## src/rtl/abu_pkg.sv

```systemverilog
// shared types, constants and helpers of the aligned bitmap unit allocator
`default_nettype none
package abu_pkg;

  localparam int NUM_UNITS = 4096;
  localparam int UNIT_W    = 12;
  localparam int CNT_W     = 13;
  localparam int WORD_W    = 64;
  localparam int WORDS     = 64;
  localparam int WADDR_W   = 6;

  localparam logic [2:0] ST_OK        = 3'd0;
  localparam logic [2:0] ST_ZERO_SIZE = 3'd1;
  localparam logic [2:0] ST_NO_SPACE  = 3'd2;
  localparam logic [2:0] ST_RANGE     = 3'd3;
  localparam logic [2:0] ST_NOT_ALLOC = 3'd4;

  typedef enum logic [1:0] {
    K_ALLOC,
    K_FREE,
    K_IMM
  } kind_t;

  typedef struct packed {
    kind_t             kind;
    logic [2:0]        imm_status;
    logic [CNT_W-1:0]  nr;
    logic [UNIT_W-1:0] al_mask;
    logic [UNIT_W-1:0] fbit;
  } cmd_t;

  typedef struct packed {
    logic [2:0]       status;
    logic [15:0]      alloc_offset;
    logic [CNT_W-1:0] freed_units;
  } res_t;

  // alignment mask: pow2_up(v + 1) - 1, low bits only
  function automatic logic [UNIT_W-1:0] pow2_mask(input logic [12:0] v);
    logic [12:0] m;
    m = v;
    m = m | (m >> 1);
    m = m | (m >> 2);
    m = m | (m >> 4);
    m = m | (m >> 8);
    return m[UNIT_W-1:0];
  endfunction

endpackage
`default_nettype wire

```

## src/rtl/abu_front.sv

```systemverilog
// front end: accepts requests, converts them to units and queues commands
`default_nettype none
module abu_front (
  input  wire logic          clk,
  input  wire logic          rst_n,
  input  wire logic          in_push,
  output logic               in_full,
  input  wire logic          in_op,
  input  wire logic [15:0]   in_size_bytes,
  input  wire logic [16:0]   in_align_bytes,
  input  wire logic [19:0]   in_free_offset,
  input  wire logic [13:0]   start_units,
  input  wire logic          hold,
  input  wire logic          cmd_pop,
  output logic               cmd_valid,
  output abu_pkg::cmd_t      cmd
);
  abu_pkg::cmd_t cls;
  abu_pkg::cmd_t q_r [2];
  logic          wp_r, rp_r;
  logic [1:0]    cnt_r;
  logic          acc;
  logic [16:0]   nr_sum;
  logic [17:0]   al_sum;
  logic [13:0]   al;
  logic [17:0]   sbytes;
  logic          oor;

  always_comb begin
    nr_sum = {1'b0, in_size_bytes} + 17'd15;
    al_sum = {1'b0, in_align_bytes} + 18'd15;
    al     = (al_sum[17:4] == 14'd0) ? 14'd1 : al_sum[17:4];
    sbytes = {start_units, 4'b0};
    oor    = ({2'b0, in_free_offset} < {4'b0, sbytes}) || (in_free_offset[19:16] != 4'd0);
    cls            = '0;
    cls.nr         = nr_sum[16:4];
    cls.al_mask    = abu_pkg::pow2_mask(13'(al - 14'd1));
    cls.fbit       = in_free_offset[15:4] - start_units[11:0];
    cls.imm_status = abu_pkg::ST_OK;
    if (!in_op) begin
      if (in_size_bytes == 16'd0) begin
        cls.kind       = abu_pkg::K_IMM;
        cls.imm_status = abu_pkg::ST_ZERO_SIZE;
      end else begin
        cls.kind = abu_pkg::K_ALLOC;
      end
    end else if (oor) begin
      cls.kind       = abu_pkg::K_IMM;
      cls.imm_status = abu_pkg::ST_RANGE;
    end else begin
      cls.kind = abu_pkg::K_FREE;
    end
  end

  assign in_full   = hold || (cnt_r == 2'd2);
  assign acc       = in_push && !in_full;
  assign cmd_valid = (cnt_r != 2'd0);
  assign cmd       = q_r[rp_r];

  always_ff @(posedge clk) begin
    if (!rst_n) begin
      wp_r  <= 1'b0;
      rp_r  <= 1'b0;
      cnt_r <= 2'd0;
    end else begin
      if (acc) begin
        wp_r <= !wp_r;
      end
      if (cmd_pop && cmd_valid) begin
        rp_r <= !rp_r;
      end
      cnt_r <= cnt_r + {1'b0, acc} - {1'b0, cmd_pop && cmd_valid};
    end
    if (acc) begin
      q_r[wp_r] <= cls;
    end
  end
endmodule
`default_nettype wire

```

## config.mk

```make
export PLATFORM = sky130hd
export DESIGN_NAME = abu_front
export DESIGN_NICKNAME = d
export VERILOG_FILES = /design/src/rtl/abu_pkg.sv /design/src/rtl/abu_front.sv
export SDC_FILE = /design/constraint.sdc
export NUM_CORES = 1
export LEC_CHECK = 0
export BUFFER_PORTS_ARGS = -buffer_cell sky130_fd_sc_hd__buf_2
export CAP_MARGIN = 40
export CORE_UTILIZATION = 53
export DETAILED_ROUTE_END_ITERATION = 16
export PLACE_DENSITY = 0.84
export SLEW_MARGIN = 30
export SYNTH_ARGS = -nofsm -noshare
export SYNTH_HDL_FRONTEND = slang
export SYNTH_SLANG_ARGS = --single-unit
```

## constraint.sdc

```tcl
create_clock -name clk -period 4.84 [get_ports clk]
set_clock_uncertainty 0.05 [all_clocks]
set_input_delay 0.968 -clock clk [delete_from_list [all_inputs] [get_ports clk]]
set_output_delay 0.968 -clock clk [all_outputs]
set_load 0.03 [all_outputs]
```

Yosys cells after proc, flatten, opt, wreduce, memory -nomap -nowiden
Memory sizes are Yosys's and may differ from the RTL's. A register that Yosys moved wholly into a read port is not among the register bits.
Cells that the tools add are included.
- memories kept: 1
- RAM bits: 84
- output and inout port bits: 44
- bits of input ports: 73
- register bits after elaboration: 4
- logic and storage cells: 37
- memory list (memory ; words ; bits a word ; rd ports ; clocked after Yosys merged registers in ; wr ports ; RTL line ; source):
    q_r ; 2 ; 42 ; 1 ; 1 ; 1 ; abu_front.sv:19 ; abu_pkg::cmd_t q_r [2];
- muxes and demuxes: 10
- equal/unequal tests: 1
- add/subtract/negate cells: 6
- $lt $le $gt $ge: 1
- bitwise operators: 4
- reduce and logical (&&, ||, !) cells: 11
- operator list (cell ; number):
    < comparator 20 x 18 -> 1 bit ; 1
    adder 17 x 4 -> 18 bit (second input constant) ; 1
    adder 16 x 4 -> 17 bit (second input constant) ; 1
    logical NOT 16 bit ; 1
    logical NOT 14 bit ; 1
    2-to-1 mux 13 bit ; 1
    bitwise OR 13 x 11 -> 13 bit ; 1
    bitwise OR 13 x 12 -> 13 bit ; 1
    bitwise OR 13 x 9 -> 13 bit ; 1
    subtractor 13 x 1 -> 13 bit (second input constant) ; 1
    bitwise OR 12 x 5 -> 12 bit ; 1
    subtractor 12 bit ; 1
    2-to-1 mux 2 bit ; 3
    2-to-1 mux 1 bit ; 5
    2-to-1 mux 5 bit ; 1
    nonzero test 4 bit ; 1
    logical NOT 1 bit ; 3
    adder 2 x 1 -> 2 bit ; 1
    equality test 2 bit (second input constant) ; 1
    logical AND 1 bit ; 2
    logical OR 1 bit ; 2
    nonzero test 2 bit ; 1
    subtractor 2 x 1 -> 2 bit ; 1

Longest topological paths before layout
- depth in word-level cells: 8
- mapped depth: 14
- mapped depth without buffers: 12

Worst setup path after synthesis
Ideal clock, no wire load.
- path kind: input port to flip-flop
- from: input port in_align_bytes[3]
- to: memory q_r[0][12] (netlist name) (data pin)
- library setup time: 0.278 ns
- slack: 0.514 ns
- data required time: 4.512 ns
- path buffers: 1
- stages: 12
- arrival: 3.998 ns
- cell sequence: or4_4 -> nor4_4 -> nand4b_1 -> o21a_1 -> ha_1 -> clkbuf_1 -> nor4_1 -> a31oi_1 -> xnor2_1 -> a211oi_1 -> nor4bb_1 -> nand3_1
- RTL lines (item ; RTL line ; source):
    from (decl) ; abu_front.sv:10 ; input wire logic [16:0] in_align_bytes,
    to (decl) ; abu_front.sv:19 ;

==> results by group <==
Global routing
  – Grt met1 use: 0.235
  – GRT overflow: 0
  – Vias in the first global route: 3051
  – Top Usage Layer GRT: met2
  – Met3 global-route usage: 0.0411
  – First-pass GRT wire length: 13.5 mm
  – Largest net degree at the start of global routing: 33
  – Met2 usage: 0.349
  – Initial antenna violation count: 0
  – GRT Overall Usage: 0.198

Clock tree
  – Clock-pin slew on the worst setup and hold paths: 80 ps
  – H-tree depth: 3
  – CTS Sinks: 85
  – Clock latency on the worst-skew pair: 330 ps
  – Post-CTS resize count: 0
  – Clock root buffer master: clkbuf_8
  – Total setup buffers inserted after CTS: 0
  – Cts hold-fix bufs: 0
  – Number of CTS-inserted buffers: 9
  – CTS Buffer Depth: 2
  – CTS tree: done

Timing
  – Finish-stage setup viols: 0
  – Max-slew headroom: 0.604
  – Final clock period utilization by the worst path: 0.899
  – RSZ-0062 raised after global routing: false
  – Hold Worst Slack: 500 ps
  – FMAX: 230 MHz
  – Fin. Hold Viols: 0
  – Final setup TNS: 0 ps
  – Max-slew violations: 0
  – Slew @ Worst Pin: 579 ps
  – Fin crit period: 4350 ps

Die
  – Starting Density: 0.551
  – Die area: 0.00900 sq mm
  – Die height: 94.9 microns
  – Core outline area: 0.00830 sq mm
  – # IOs: 117
  – FP Rows: 33
  – Die X: 94.9 microns

Logic synthesis
  – Yosys Warn Count: 0
  – Synthesized area: 0.00457 sq mm
  – Most used flip-flop cell after synthesis: edfxtp_1
  – Synth unique cells: 56
  – Async SR Flop Fraction: 0
  – Post-synth EDFFs: 80
  – #FFs+latches synth: 85
  – Seq/Total Area, Yosys: 0.547
  – Syn_nets: 462
  – Cells after Synth: 370
  – Mean Syn Cell Area: 12.4 sq um

Worst setup path
  – Critical path class: in -> reg
  – WP data required: 4840 ps
  – RR Endpoint: q_r[0][37]
  – Crit-path cells: buf_2 -> or4_4 -> nor4_4 -> nand4b_1 -> o21a_1 -> ha_1 -> nor4_1 -> a31oi_1 -> xnor2_1 -> a211oi_1 -> nor4bb_1 -> buf_4 -> nand3_1
  – Slowest CP cell: or4_4
  – CP Launch Type: primary input
  – CP max stage delay: 570 ps
  – Flop-to-flop setup slack: 2900 ps
  – Reg2reg path depth: 5
  – Critical path's top delay family: simple AND/OR/NAND/NOR gates
  – CP endpoint kind: register
  – Top fanout value on the critical path: 8
  – Bufs and invs on worst path: 2
  – R2r startpoint: cnt_r[0]
  – CP Data Arrival Time: 4350 ps

Hold path
  – HP Start: rp_r
  – WHS Path Cells: 2
  – HP Class: reg -> reg

Route
  – DRC viols: 0
  – Vias post-DR: 3225
  – Drt wl/cell: 14.2 microns
  – DR pass1 iterations: 4
  – ANT nets after route: 0
  – Initial DRC count: 102
  – Vias per inst: 5.41
  – Final wirelength: 8.44 mm

Place
  – Area after DPL: 0.00529 sq mm
  – GPL Wtd Cong: 0.914
  – DP Cell Count: 580
  – HPWL Detailed: 6.31 mm
  – Port Buffers: 111

Finish
  – Commonest non-fill, non-tap cells in the layout: 111 x buf_2, 80 x edfxtp_1, 41 x mux2_2
  – ANT cells: 0
  – Post-route insts no fill: 596
  – Share of cells above drive strength 1: 0.369
  – Most common cell after layout, fill and taps aside: buf_2
  – Area added between synthesis and finish: 20.8%
  – Post-Layout Inst Area: 0.00552 sq mm
  – Final nets: 578

Power
  – Worst vdd ir: 0.000137 V
  – Power density over cell area: 388 mW/mm^2
  – Static leakage: 2.09 nW

Outcome
  – Status: complete, no violations

Job
  – Max-cap violations: 0
==> worst min-delay path: stages, from the launching register on <==
cell and delay [ps]:
dfxtp_1 330, xnor2_1 140, nor2b_1 50
==> report_power, final <==
group,switching [mW],internal (mW)
clock network,0.225,0.338
logic,0.395,0.270
registers,0.0390,0.877
==> kinds of logic (layout without fill, tap and decap cells) <==
family,after synthesis,count (layout),synth area share
simple gates,98,98,0.116
flops,85,85,0.547
compound gates,49,49,0.0766
buf+inv,43,164,0.0388
mux,42,42,0.103
xor+xnor,33,33,0.0632
fa+ha+maj,19,19,0.0536
other cells,1,1,0.000820
==> sequential cells by signal (all words and copies together), names as in the netlist, named ones only <==
signal	cells
cnt_r	2
q_r	80
rp_r	1
wp_r	1
==> Yosys cell counts (3+ instances only) <==
cell	number	share of area
xor2_1	5	0.0096
or3_1	4	0.0055
ha_1	18	0.049
xnor2_1	28	0.054
or4_1	3	0.0049
nand4_1	5	0.0068
o21a_1	7	0.011
edfxtp_1	80	0.53
nor4_1	5	0.0068
nand2_1	20	0.016
mux2_2	41	0.10
nor2b_1	4	0.0055
nor2_1	18	0.015
nand3_1	11	0.012
clkbuf_1	5	0.0041
or2_2	3	0.0041
o21ai_0	5	0.0055
inv_1	31	0.025
and3_1	3	0.0041
dfxtp_1	5	0.022
nor3_1	9	0.0098
buf_1	3	0.0025
a211oi_1	4	0.0066
and2_1	5	0.0068
a21oi_1	11	0.012
==> through the flow <==
step | total power [mW] | worst slack, ps | util
floorplan | 1.41 | 514 | -
global placement | 1.57 | 250 | 0.631
detailed placement | 1.60 | 183 | 0.638
CTS | 2.16 | 535 | 0.665
global route | 2.25 | 219 | 0.665
finish | 2.14 | 490 | 0.665
==> metal layers <==
metal | part of all wire | vias up
li1 | - | 1601
met1 | 0.42 | 1508
met2 | 0.52 | 106
met3 | 0.051 | 10
met4 | 0.011 | 0
met5 | 0 | -
==> final cells by class <==
class / instances / area, sq um
Sequential cell: 85 / 2500
Multi-Input combinational cell: 242 / 1900
Inverter: 31 / 116
Tap cell: 105 / 131
Timing Repair Buffer: 117 / 641
Clock buffer: 10 / 128
Fill cell: 635 / 2780
Clock inverter: 6 / 101
==> how the worst max path moves through the flow <==
stage	start	to	slack [ps]	cells after the start
final	in_align_bytes[3]	q_r[0][13]	490	13
after global routing	in_align_bytes[3]	q_r[1][13]	220	13
after CTS	in_align_bytes[3]	q_r[0][13]	530	13
after detailed placement	in_align_bytes[3]	q_r[0][13]	180	13
after global placement	in_align_bytes[3]	q_r[0][13]	250	13
after floorplan	in_align_bytes[3]	q_r[0][12]	510	12
Power figures use the tool's default switching activity.
