[config.mk]
export PLATFORM = sky130hd
export DESIGN_NAME = abu_res_q
export DESIGN_NICKNAME = d
export VERILOG_FILES = /design/src/rtl/abu_pkg.sv /design/src/rtl/abu_res_q.sv
export SDC_FILE = /design/constraint.sdc
export NUM_CORES = 1
export LEC_CHECK = 0
export ABC_AREA = 1
export BUFFER_PORTS_ARGS = -buffer_cell sky130_fd_sc_hd__buf_2
export CELL_PAD_IN_SITES_DETAIL_PLACEMENT = 2
export CELL_PAD_IN_SITES_GLOBAL_PLACEMENT = 2
export CORE_MARGIN = 2
export CORE_UTILIZATION = 40
export CTS_BUF_LIST = sky130_fd_sc_hd__clkbuf_16
export CTS_CLUSTER_DIAMETER = 30
export DETAILED_ROUTE_END_ITERATION = 10
export GPL_ROUTABILITY_DRIVEN = 0
export MAX_ROUTING_LAYER = met4
export PLACE_DENSITY = 0.83
export SYNTH_ARGS = -nofsm -noshare
export SYNTH_HDL_FRONTEND = slang
export SYNTH_SLANG_ARGS = --single-unit
[constraint.sdc]
create_clock -name clk -period 4.85 [get_ports clk]
set_input_delay 0.485 -clock clk [delete_from_list [all_inputs] [get_ports clk]]
set_output_delay 0.485 -clock clk [all_outputs]
set_load 0.02 [all_outputs]
[src/rtl/abu_pkg.sv]
// shared types, constants and helpers of the aligned bitmap unit allocator
`default_nettype none
package abu_pkg;

  localparam int NUM_UNITS = 4096;
  localparam int UNIT_W    = 12;
  localparam int CNT_W     = 13;
  localparam int WORD_W    = 64;
  localparam int WORDS     = 64;
  localparam int WADDR_W   = 6;

  localparam logic [2:0] ST_OK        = 3'd0;
  localparam logic [2:0] ST_ZERO_SIZE = 3'd1;
  localparam logic [2:0] ST_NO_SPACE  = 3'd2;
  localparam logic [2:0] ST_RANGE     = 3'd3;
  localparam logic [2:0] ST_NOT_ALLOC = 3'd4;

  typedef enum logic [1:0] {
    K_ALLOC,
    K_FREE,
    K_IMM
  } kind_t;

  typedef struct packed {
    kind_t             kind;
    logic [2:0]        imm_status;
    logic [CNT_W-1:0]  nr;
    logic [UNIT_W-1:0] al_mask;
    logic [UNIT_W-1:0] fbit;
  } cmd_t;

  typedef struct packed {
    logic [2:0]       status;
    logic [15:0]      alloc_offset;
    logic [CNT_W-1:0] freed_units;
  } res_t;

  // alignment mask: pow2_up(v + 1) - 1, low bits only
  function automatic logic [UNIT_W-1:0] pow2_mask(input logic [12:0] v);
    logic [12:0] m;
    m = v;
    m = m | (m >> 1);
    m = m | (m >> 2);
    m = m | (m >> 4);
    m = m | (m >> 8);
    return m[UNIT_W-1:0];
  endfunction

endpackage
`default_nettype wire

[src/rtl/abu_res_q.sv]
// two-entry result queue in front of the output ports
`default_nettype none
module abu_res_q (
  input  wire logic       clk,
  input  wire logic       rst_n,
  input  wire logic       push,
  input  abu_pkg::res_t   din,
  output logic            full,
  input  wire logic       pop,
  output logic            empty,
  output abu_pkg::res_t   dout
);
  abu_pkg::res_t q_r [2];
  logic          wp_r, rp_r;
  logic [1:0]    cnt_r;
  logic          do_push, do_pop;

  assign full    = (cnt_r == 2'd2);
  assign empty   = (cnt_r == 2'd0);
  assign do_push = push && !full;
  assign do_pop  = pop && !empty;
  assign dout    = q_r[rp_r];

  always_ff @(posedge clk) begin
    if (!rst_n) begin
      wp_r  <= 1'b0;
      rp_r  <= 1'b0;
      cnt_r <= 2'd0;
    end else begin
      if (do_push) begin
        wp_r <= !wp_r;
      end
      if (do_pop) begin
        rp_r <= !rp_r;
      end
      cnt_r <= cnt_r + {1'b0, do_push} - {1'b0, do_pop};
    end
    if (do_push) begin
      q_r[wp_r] <= din;
    end
  end
endmodule
`default_nettype wire

### After elaboration in Yosys (flattened, before gate mapping)

Memories as Yosys holds them, arrays and structs flattened. A register that Yosys moved wholly into a read port is not among the register bits.
Index checks and enable logic that the tools add are counted.

* $add $sub $neg: 2
* equal/unequal tests: 1
* mux-type cells: 4
* reductions and logical operators: 7

Operators with widths (number)
* $logic_not 1->1: 4
* $mux 1: 4
* $add 2x1->2: 1
* $eq 2x2->1 const B: 1
* $logic_and 1x1->1: 2
* $logic_not 2->1: 1
* $sub 2x1->2: 1

* input port bits: 36
* memory bits (writable): 64
* logic and storage cells: 18
* flip-flop bits (word level): 4
* memories kept: 1
* output and inout bits: 34

Memories
* q_r: depth 2, bits a word 32, read ports 1, clocked after memory_dff 1, wr ports 1, line abu_res_q.sv:13 `abu_pkg::res_t q_r [2];`

### Logic depth before layout (Yosys ltp)

Gate-level depths: netlist of run 1.

* word-level depth: 5
* mapped depth: 11
* gate-level depth less buffers: 11

### Worst setup path after synthesis of run 1

OpenSTA, ideal clock, no wires.

* path type: register -> register
* from: register cnt_r[0]
* to: memory q_r[0][0] (netlist name) (enable)
* arrival time: 1.914 ns
* stages on the path, launching flop included: 5
* path buffers: 0
* clock period less this slack: 2.335 ns
* required time: 4.429 ns
* setup slack: 2.515 ns
* cell sequence: dfxtp_1 -> inv_1 -> nand2_1 -> nand2_1 -> nor2_1

* cells in the longest elaborated chain, start to end: 5

RTL lines
* start: declaration: line abu_res_q.sv:15 `logic [1:0] cnt_r;`
* start signal: assignment: line abu_res_q.sv:36 `cnt_r <= cnt_r + {1'b0, do_push} - {1'b0, do_pop};`
* $eq 2x2->1: line abu_res_q.sv:18 `assign full = (cnt_r == 2'd2);`
* $logic_not 1->1: line abu_res_q.sv:20 `assign do_push = push && !full;`
* $logic_and 1x1->1: line abu_res_q.sv:20
* $mux 1: line abu_res_q.sv:38 `if (do_push) begin`
* $mux 1 (not written as such): line abu_res_q.sv:39 `q_r[wp_r] <= din;`
* end: declaration: line abu_res_q.sv:13

No other way between the ends.

==> results of run 1 <==
==> registers in the layout, indices dropped and copies added, names as in the netlist, named ones only <==
register and cells:
wp_r 1, cnt_r 2, rp_r 1, q_r 64
==> worst max path at each step <==
stage                                   start                   to  slack (ns)  cells past startpoint
final                               flip-flop             dout[31]        2.39                      2
after global routing                flip-flop             dout[31]        2.29                      2
after CTS                           flip-flop              dout[0]        2.36                      2
after detailed placement            flip-flop             dout[31]        2.71                      2
after global placement              flip-flop             dout[31]        2.73                      2
after floorplan           cnt_r[0]$_SDFF_PN0_  q_r[0][0]$_DFFE_PP_        2.51                      4
==> per-layer routing <==
metal	part of all wire, %	wire [microns]
met5	0	0
met4	0.39	23
met3	6.7	388
met2	56	3240
met1	37	2180
==> cell type report <==
cell class,instances,share of cell area [%]
Multi-Input combinational cell,56,17.7
Timing Repair Buffer,70,10.5
Inverter,9,1.01
Clock inverter,5,0.635
Clock buffer,9,6.72
Tap cell,80,2.99
Sequential cell,69,60.4
==> report_power, final <==
part / switching (mW) / leakage (nW) / total (mW) / internal, mW
logic: 0.272 / 0.611 / 0.500 / 0.228
registers: 0.0785 / 0.640 / 0.839 / 0.760
clock network: 0.216 / 0.127 / 0.548 / 0.332
total: 0.566 / 1.38 / 1.89 / 1.32
==> layout by cell type (no fill, tap or decap), drive strengths merged <==
cell | Yosys | layout
clkinv | 0 | 4
nand2 | 9 | 9
edfxtp | 64 | 64
nor2 | 8 | 8
mux2 | 32 | 32
nand3 | 3 | 3
buf | 4 | 70
dfxtp | 5 | 5
inv | 9 | 10
a21oi | 2 | 2
clkbuf | 0 | 9
ha | 2 | 2
==> kinds of logic (layout without fill, tap and decap cells) <==
family                     Yosys count  count (layout)
adders and majority gates            2               2
buffers and inverters               13              93
DFF                                 69              69
and+or+nand+nor                     20              20
AOI/OAI and AO/OA                    2               2
muxes                               32              32
==> stage by stage <==
stage	power, mW	worst slack, ns	area, sq um	hold WS [ns]	cells
after floorplan	1.22	2.51	2710	0.467	138
after global placement	1.33	2.73	3100	0.489	284
after detailed placement	1.35	2.71	3100	0.527	284
after CTS	1.92	2.36	3350	0.339	298
after global routing	1.98	2.29	3350	0.341	298
final	1.89	2.39	3350	0.353	298
==> flow_metrics.tcl, run 1 <==
set metrics [dict create \
    cts_sinks 69 \
    firstDrtPassIters 4 \
    utilization_pct 50.1 \
    r2r_start "cnt_r[0]$_SDFF_PN0_" \
    die_w_microns 86.4 \
    critPathSlowestCell "dfxtp_2" \
    yosysTopAreaCell "edfxtp_1" \
    wl_per_cell_microns 19.6 \
    grt_pass1_vias 1725 \
    path_clk_slew_ns 0.05 \
    synthArstFlopShare_pct 0 \
    synth_compound_area_share_pct 0.369 \
    post-synth-top-count-cell "edfxtp_1" \
    ys_types 12 \
    vias 1444 \
    yosys.area.top_type_share_pct 70.8 \
    synth_xor_area_share_pct 0 \
    gr-total-overflow 0 \
    synth_edf_count 64 \
    cts_tree "built" \
    max_freq_mhz 407 \
    finalCritPeriodShare_pct 50.7 \
    synth_adder_area_share_pct 0.922 \
    cts.htree.levels 3 \
    synthMuxAreaShare_pct 17.4 \
    synth_top_family_by_area "multiplexers" \
    cp_num_buf_inv 1 \
    cts_resized 0 \
    period_needed_ns 2.46 \
    fin_nets 253 \
    drtIter0Drc 69 \
    netlist_area_sq_um 2710 \
    relSlewSlack_pct 25.5 \
    port_buffers 69 \
    rr_endpoint "q_r[0][1]$_DFFE_PP_" \
    place_hpwl_mm 3.73 \
    initial_core_util_pct 40.6 \
    yosys.area_share.simple_pct 2.90 \
    setup_violations 0 \
    rrSetupSlack_ns 3.04 \
    crit_type "reg2out" \
    status "completed" \
    clk_latency_ns 0.32 \
    root_buffer "clkbuf_16" \
    cts_hold_buf 0 \
    synth.avg_cell_area_sq_um 19.7 \
    route.detailed.drc 0 \
    grtUsageMet1_pct 17.0 \
    hold_class "in2reg" \
    tightestPinTransition_ns 1.12 \
    row_count 30 \
    drive_gt1_share_pct 52.8 \
    grt_use_met3_pct 6.57 \
    track_usage_pct 17.2 \
    path_cells "mux2_2 > buf_2" \
    syn_nets 176 \
    nFillCells 624 \
    area.growth.synth_to_final_pct 23.5 \
    cts_max_path_buffers 2 \
    diodes 0 \
    crit_required_ns 4.37 \
    clock-skew-final_ns 0.00265 \
    crit_family "flip-flops" \
    max_stage_delay_ns 1.07 \
    coreArea_sq_um 6680 \
    multi_input_area_sq_um 594 \
    rsz0062_at_grt "false" \
    drv_slew 0 \
    grt_pass1_wl_mm 8.92 \
    grt_max_degree 33 \
    routed_wl_mm 5.83 \
    report.final.hold_viol_count 0 \
    ios 70 \
    synthCells 138 \
    seq_area_sq_um 2020 \
    finalSetupTns_ns 0 \
    yosys_warnings 0 \
    cp-start-kind "flip-flop" \
    cts_setup_buffers 0 \
    p_leak_nw 1.38 \
    cp.arrival_ns 1.97 \
    path_max_fanout 32 \
    reg2regPathDepth 4 \
    die-area_sq_um 7460 \
    antenna_found_initial 0 \
    whs_endpoint "q_r[1][13]$_DFFE_PP_" \
    synth_area_leaders "edfxtp_1, mux2_4, dfxtp_1" \
    synth_seq_cells 69 \
    ys_seq_area_share_pct 74.5 \
    whs_path_depth 1 \
    synthTopCellsByCount "edfxtp_1, mux2_4, inv_1, nand2_1, nor2_1" \
    p_per_area_nw_per_um2 563 \
    cts_buffers 9 \
    top_usage_layer "met2" \
    worstHoldStart "din[13]" \
    dominantRegCellSynth "edfxtp_1" \
    vias_per_cell 4.85 \
    ir_drop_mv 0.335 \
    endpoint_kind "output port" \
    grtUsageMet2_pct 30.7 \
    die_h_microns 86.4 \
    maxCapViolations 0 \
    ant_nets 0 \
]
Note: power is estimated with default switching activity, not from simulation.
==> run 2: changes to the inputs <==
- ABC_AREA: 1 -> 0
- CORE_UTILIZATION: 40 -> 34
- PLACE_DENSITY: 0.83 -> 0.74
- clock period: 4.85 -> 2.2 ns (I/O delays scaled with it)
==> flow_metrics.tcl, run 2 <==
set metrics [dict create \
    status "completed" \
    drtIter0Drc 37 \
    r2r_start "cnt_r[0]$_SDFF_PN0_" \
    synthTopCellsByCount "edfxtp_1, mux2_4, dfxtp_1, nor2_1" \
    cts_tree "built" \
    die_h_microns 93.1 \
    rsz0062_at_grt "false" \
    grt_use_met3_pct 4.35 \
    initial_core_util_pct 34.9 \
    fin_nets 245 \
    crit_type "reg2out" \
    grt_pass1_vias 1458 \
    cts_setup_buffers 0 \
    mostFrequentLayoutCells "buf_2, edfxtp_1, mux2_4" \
    finalCritPeriodShare_pct 80.7 \
    grtUsageMet2_pct 21.2 \
    worstHoldStart "din[16]" \
    synth_seq_cells 69 \
    netlist_area_sq_um 2700 \
    report.final.hold_viol_count 0 \
    place_hpwl_mm 3.47 \
    synth_edf_count 64 \
    yosys_warnings 0 \
    cp.arrival_ns 1.56 \
    post-synth-top-count-cell "edfxtp_1" \
    synth.avg_cell_area_sq_um 21.3 \
    die_w_microns 93.1 \
    yosysTopAreaCell "edfxtp_1" \
    largest_register_ffs 64 \
    cts.htree.levels 3 \
    top_usage_layer "met2" \
    path_max_fanout 22 \
    grtUsageMet1_pct 13.4 \
    diodes 0 \
    final_cells 314 \
    endpoint_kind "output port" \
    reg_top3 "q_r x64, cnt_r x2" \
    maxCapViolations 0 \
    coreArea_sq_um 7730 \
    tightestPinTransition_ns 0.449 \
    ys_seq_area_share_pct 74.9 \
    p_per_area_nw_per_um2 1310 \
    row_count 32 \
    track_usage_pct 12.6 \
    clock-skew-final_ns 0.00969 \
    final_common_cell "buf_2" \
    ios 70 \
    cts_sinks 69 \
    ant_nets 0 \
    synthArstFlopShare_pct 0 \
    hold_class "in2reg" \
    vias 1366 \
    area.growth.synth_to_final_pct 27.2 \
    wl_per_cell_microns 15.8 \
    whs_ns 0.0839 \
    grt_max_degree 33 \
    setup_violations 0 \
    max_freq_mhz 563 \
    synth_area_leaders "edfxtp_1, mux2_4, dfxtp_1" \
    p_leak_nw 1.38 \
    synthCells 127 \
    relSlewSlack_pct 70.0 \
    top_register "q_r" \
    cts_buffers 9 \
    finalSetupTns_ns 0 \
    antenna_found_initial 0 \
    gr-total-overflow 0 \
    clk_latency_ns 0.32 \
    ir_drop_mv 0.497 \
    cts_resized 0 \
    placed_cells 298 \
    setup_slack_ns 0.425 \
    period_needed_ns 1.78 \
    routed_wl_mm 4.98 \
    cts_hold_buf 0 \
    drv_slew 0 \
    die-area_sq_um 8670 \
    path_clk_slew_ns 0.06 \
    reg2regPathDepth 8 \
    ys_types 18 \
    route.detailed.drc 0 \
    vias_per_cell 4.35 \
    utilization_pct 44.4 \
    firstDrtPassIters 2 \
    grt_pass1_wl_mm 7.55 \
    dpl_worst_slack_ns 0.506 \
    cp-start-kind "flip-flop" \
    drive_gt1_share_pct 58.0 \
    crit_required_ns 1.98 \
    whs_path_depth 1 \
    syn_nets 165 \
    port_buffers 69 \
    root_buffer "clkbuf_16" \
    yosys.area.top_type_share_pct 71.2 \
    cts_max_path_buffers 2 \
    dominantRegCellSynth "edfxtp_1" \
]
## run 2: changes by cell type after synthesis
| cell | delta |
|---|---|
| nand2_1 | -7 |
| inv_1 | -6 |
| nand3_1 | -3 |
| nor2_1 | -3 |
| a21oi_1 | -2 |
| and2_1 | +2 |
| nand2b_1 | +2 |
| and3_1 | +1 |
| mux2i_1 | +1 |
| nor3_1 | +1 |
| o21a_1 | +1 |
| xnor2_1 | +1 |
| xor2_1 | +1 |
## run 2: report_power, final
| group | total, mW | switching [mW] | internal (mW) |
|---|---|---|---|
| Sequential | 1.78 | 0.0789 | 1.70 |
| Clock | 1.38 | 0.513 | 0.869 |
| Combinational | 1.34 | 0.743 | 0.599 |
## run 2: through the flow
step	cell area [sq um]	total power [mW]
CTS	3430	4.58
finish	3430	4.50
detailed placement	3140	3.18
floorplan	2700	2.86
global route	3430	4.71
global placement	3140	3.14
## run 2: cells by family (layout without fill, tap and decap cells)
logic type / after synthesis / in the layout / synth area share [%]
mux: 33 / 33 / 17.9
simple gates: 13 / 13 / 2.32
compound gates: 1 / 1 / 0.278
flops: 69 / 69 / 74.9
fa+ha+maj: 2 / 2 / 0.927
buf+inv: 7 / 92 / 3.06
xor+xnor: 2 / 2 / 0.649
## run 2: cell type report
cell class                 instances  area [sq um]
clock buffer                       9           225
clock inverter                     7          67.6
fill                             744          4290
inverter                           3          11.3
multi-input combinational         51           604
sequential                        69          2020
tap                              102           128
timing repair buffer              73           375
## run 2: worst paths after layout
path,to,slack (ns)
min,q_r[0][16]$_DFFE_PP_,0.08
max,dout[31],0.42
min reg2reg,rp_r$_SDFFE_PN0P_,0.52
max reg2reg,cnt_r[1]$_SDFF_PN0_,0.52
## run 2: worst max-delay path, cell delays in order (launching register included)
cell and delay, ns:
dfxtp_2 0.32, buf_4 0.36, mux2_2 0.38, buf_2 0.16
## run 2: metal layers
metal,up-vias,share of wire [%]
met4,0,1.5
met3,8,5.5
met5,-,0
li1,648,-
met2,43,52
met1,667,41
==> run 3: changes to the inputs <==
- clock period: 2.2 -> 1.4 ns (I/O delays scaled with it)
==> flow_metrics.tcl, run 3 (synthesis results as in run 2) <==
set metrics [dict create \
    coreArea_sq_um 7730 \
    relSlewSlack_pct 87.2 \
    cp.arrival_ns 1.40 \
    cts.htree.levels 3 \
    cts_max_path_buffers 2 \
    whs_ns 0.00818 \
    status "finished with violations" \
    antenna_found_initial 0 \
    die-area_sq_um 8670 \
    cts_tree "built" \
    ios 70 \
    power_mw 8.01 \
    rsz0062_at_grt "true" \
    cts_sinks 69 \
    grt_pass1_vias 1580 \
    path_clk_slew_ns 0.05 \
    grt_max_degree 23 \
    hold_class "in2reg" \
    largest_register_ffs 64 \
    violations "setup timing" \
    p_per_area_nw_per_um2 2030 \
    diodes 0 \
    die_w_microns 93.1 \
    drive_gt1_share_pct 58.6 \
    finalSetupTns_ns -3.72 \
    mostFrequentLayoutCells "edfxtp_1, buf_2, buf_6" \
    vias_per_cell 4.37 \
    die_h_microns 93.1 \
    gr-total-overflow 0 \
    ant_nets 0 \
    cp-start-kind "flip-flop" \
    top_register "q_r" \
    crit_required_ns 1.26 \
    cts_setup_buffers 0 \
    max_freq_mhz 647 \
    drv_slew 0 \
    clock-skew-final_ns 0.00296 \
    finalCritPeriodShare_pct 110 \
    vias 1458 \
    tightestPinTransition_ns 0.191 \
    endpoint_kind "output port" \
    root_buffer "clkbuf_16" \
    track_usage_pct 14.1 \
    port_buffers 69 \
    routed_wl_mm 5.85 \
    fin_nets 266 \
    drtIter0Drc 66 \
    setup_violations 33 \
    route.detailed.drc 0 \
    row_count 32 \
    wl_per_cell_microns 17.5 \
    period_needed_ns 1.54 \
    grt_pass1_wl_mm 8.36 \
    setup_slack_ns -0.145 \
    clk_latency_ns 0.32 \
    final_common_cell "edfxtp_1" \
    area.growth.synth_to_final_pct 46.4 \
    cts_buffers 9 \
    crit_type "reg2out" \
    maxCapViolations 0 \
    p_leak_nw 1.59 \
    initial_core_util_pct 34.9 \
    reg_top3 "q_r x64, cnt_r x2" \
    path_max_fanout 7 \
    firstDrtPassIters 4 \
    place_hpwl_mm 3.53 \
    report.final.hold_viol_count 0 \
    ir_drop_mv 0.771 \
]
==> run 3: cell count changes in the layout (fill, tap and decap cells not counted), moves of 4 or more <==
| cell | before | now |
|---|---|---|
| buf_6 | 0 | 33 |
| buf_2 | 69 | 37 |
| dlygate4sd3_1 | 0 | 12 |
| buf_12 | 0 | 4 |
==> run 3: cell type report <==
type | instances | area (sq um)
tap | 102 | 128
inverter | 3 | 11.3
clock buffer | 9 | 225
clock inverter | 6 | 56.3
sequential | 69 | 2030
timing repair buffer | 94 | 872
fill | 687 | 3770
multi-input combinational | 51 | 632
==> run 3: routing by layer <==
layer	vias to the layer above	track usage, %	wire length [microns]
met5	-	-	0
met3	8	3.06	210
met4	0	8.09	136
met1	714	15.5	2320
met2	46	23.9	3190
li1	690	-	-
==> run 3: path summary, 6_finish.rpt <==
check                                          from                    to  slack, ns  cells after the start
worst min register to register    rp_r$_SDFFE_PN0P_     rp_r$_SDFFE_PN0P_       0.53                      2
worst max-delay path                      flip-flop              dout[29]      -0.14                      3
worst min-delay path                        din[15]  q_r[0][15]$_DFFE_PP_      0.008                      1
worst max register to register  cnt_r[1]$_SDFF_PN0_   cnt_r[1]$_SDFF_PN0_      -0.09                      7
==> run 3: power breakdown <==
| group | internal, mW | switching, mW |
|---|---|---|
| logic | 1.68 | 1.35 |
| registers | 2.68 | 0.175 |
| clock network | 1.35 | 0.774 |
==> run 3: what timing repair did <==
| item | CTS | global route |
|---|---|---|
| gates resized for setup | 22 | 48 |
| endpoints found under the setup margin | 33 | 34 |
| endpoints found under the hold margin | 24 | 0 |
| hold buffers | 12 | 0 |
| gates cloned | 1 | 2 |
==> run 3: through the flow <==
stage | setup WS, ns | instances | util [%] | instance area (sq um)
2_1_floorplan | -0.0559 | 127 | - | 2730
3_3_place_gp | -0.0674 | 304 | 42.1 | 3250
3_5_place_dp | -0.141 | 304 | 42.1 | 3250
4_1_cts | -0.150 | 332 | 48.5 | 3750
5_1_grt | -0.191 | 334 | 51.1 | 3950
6_report | -0.145 | 334 | 51.1 | 3950
==> run 3: worst max-delay path: stages (launching register included) <==
cell,delay (ns)
dfxtp_4,0.44
clkbuf_16,0.20
mux2_4,0.31
buf_6,0.13
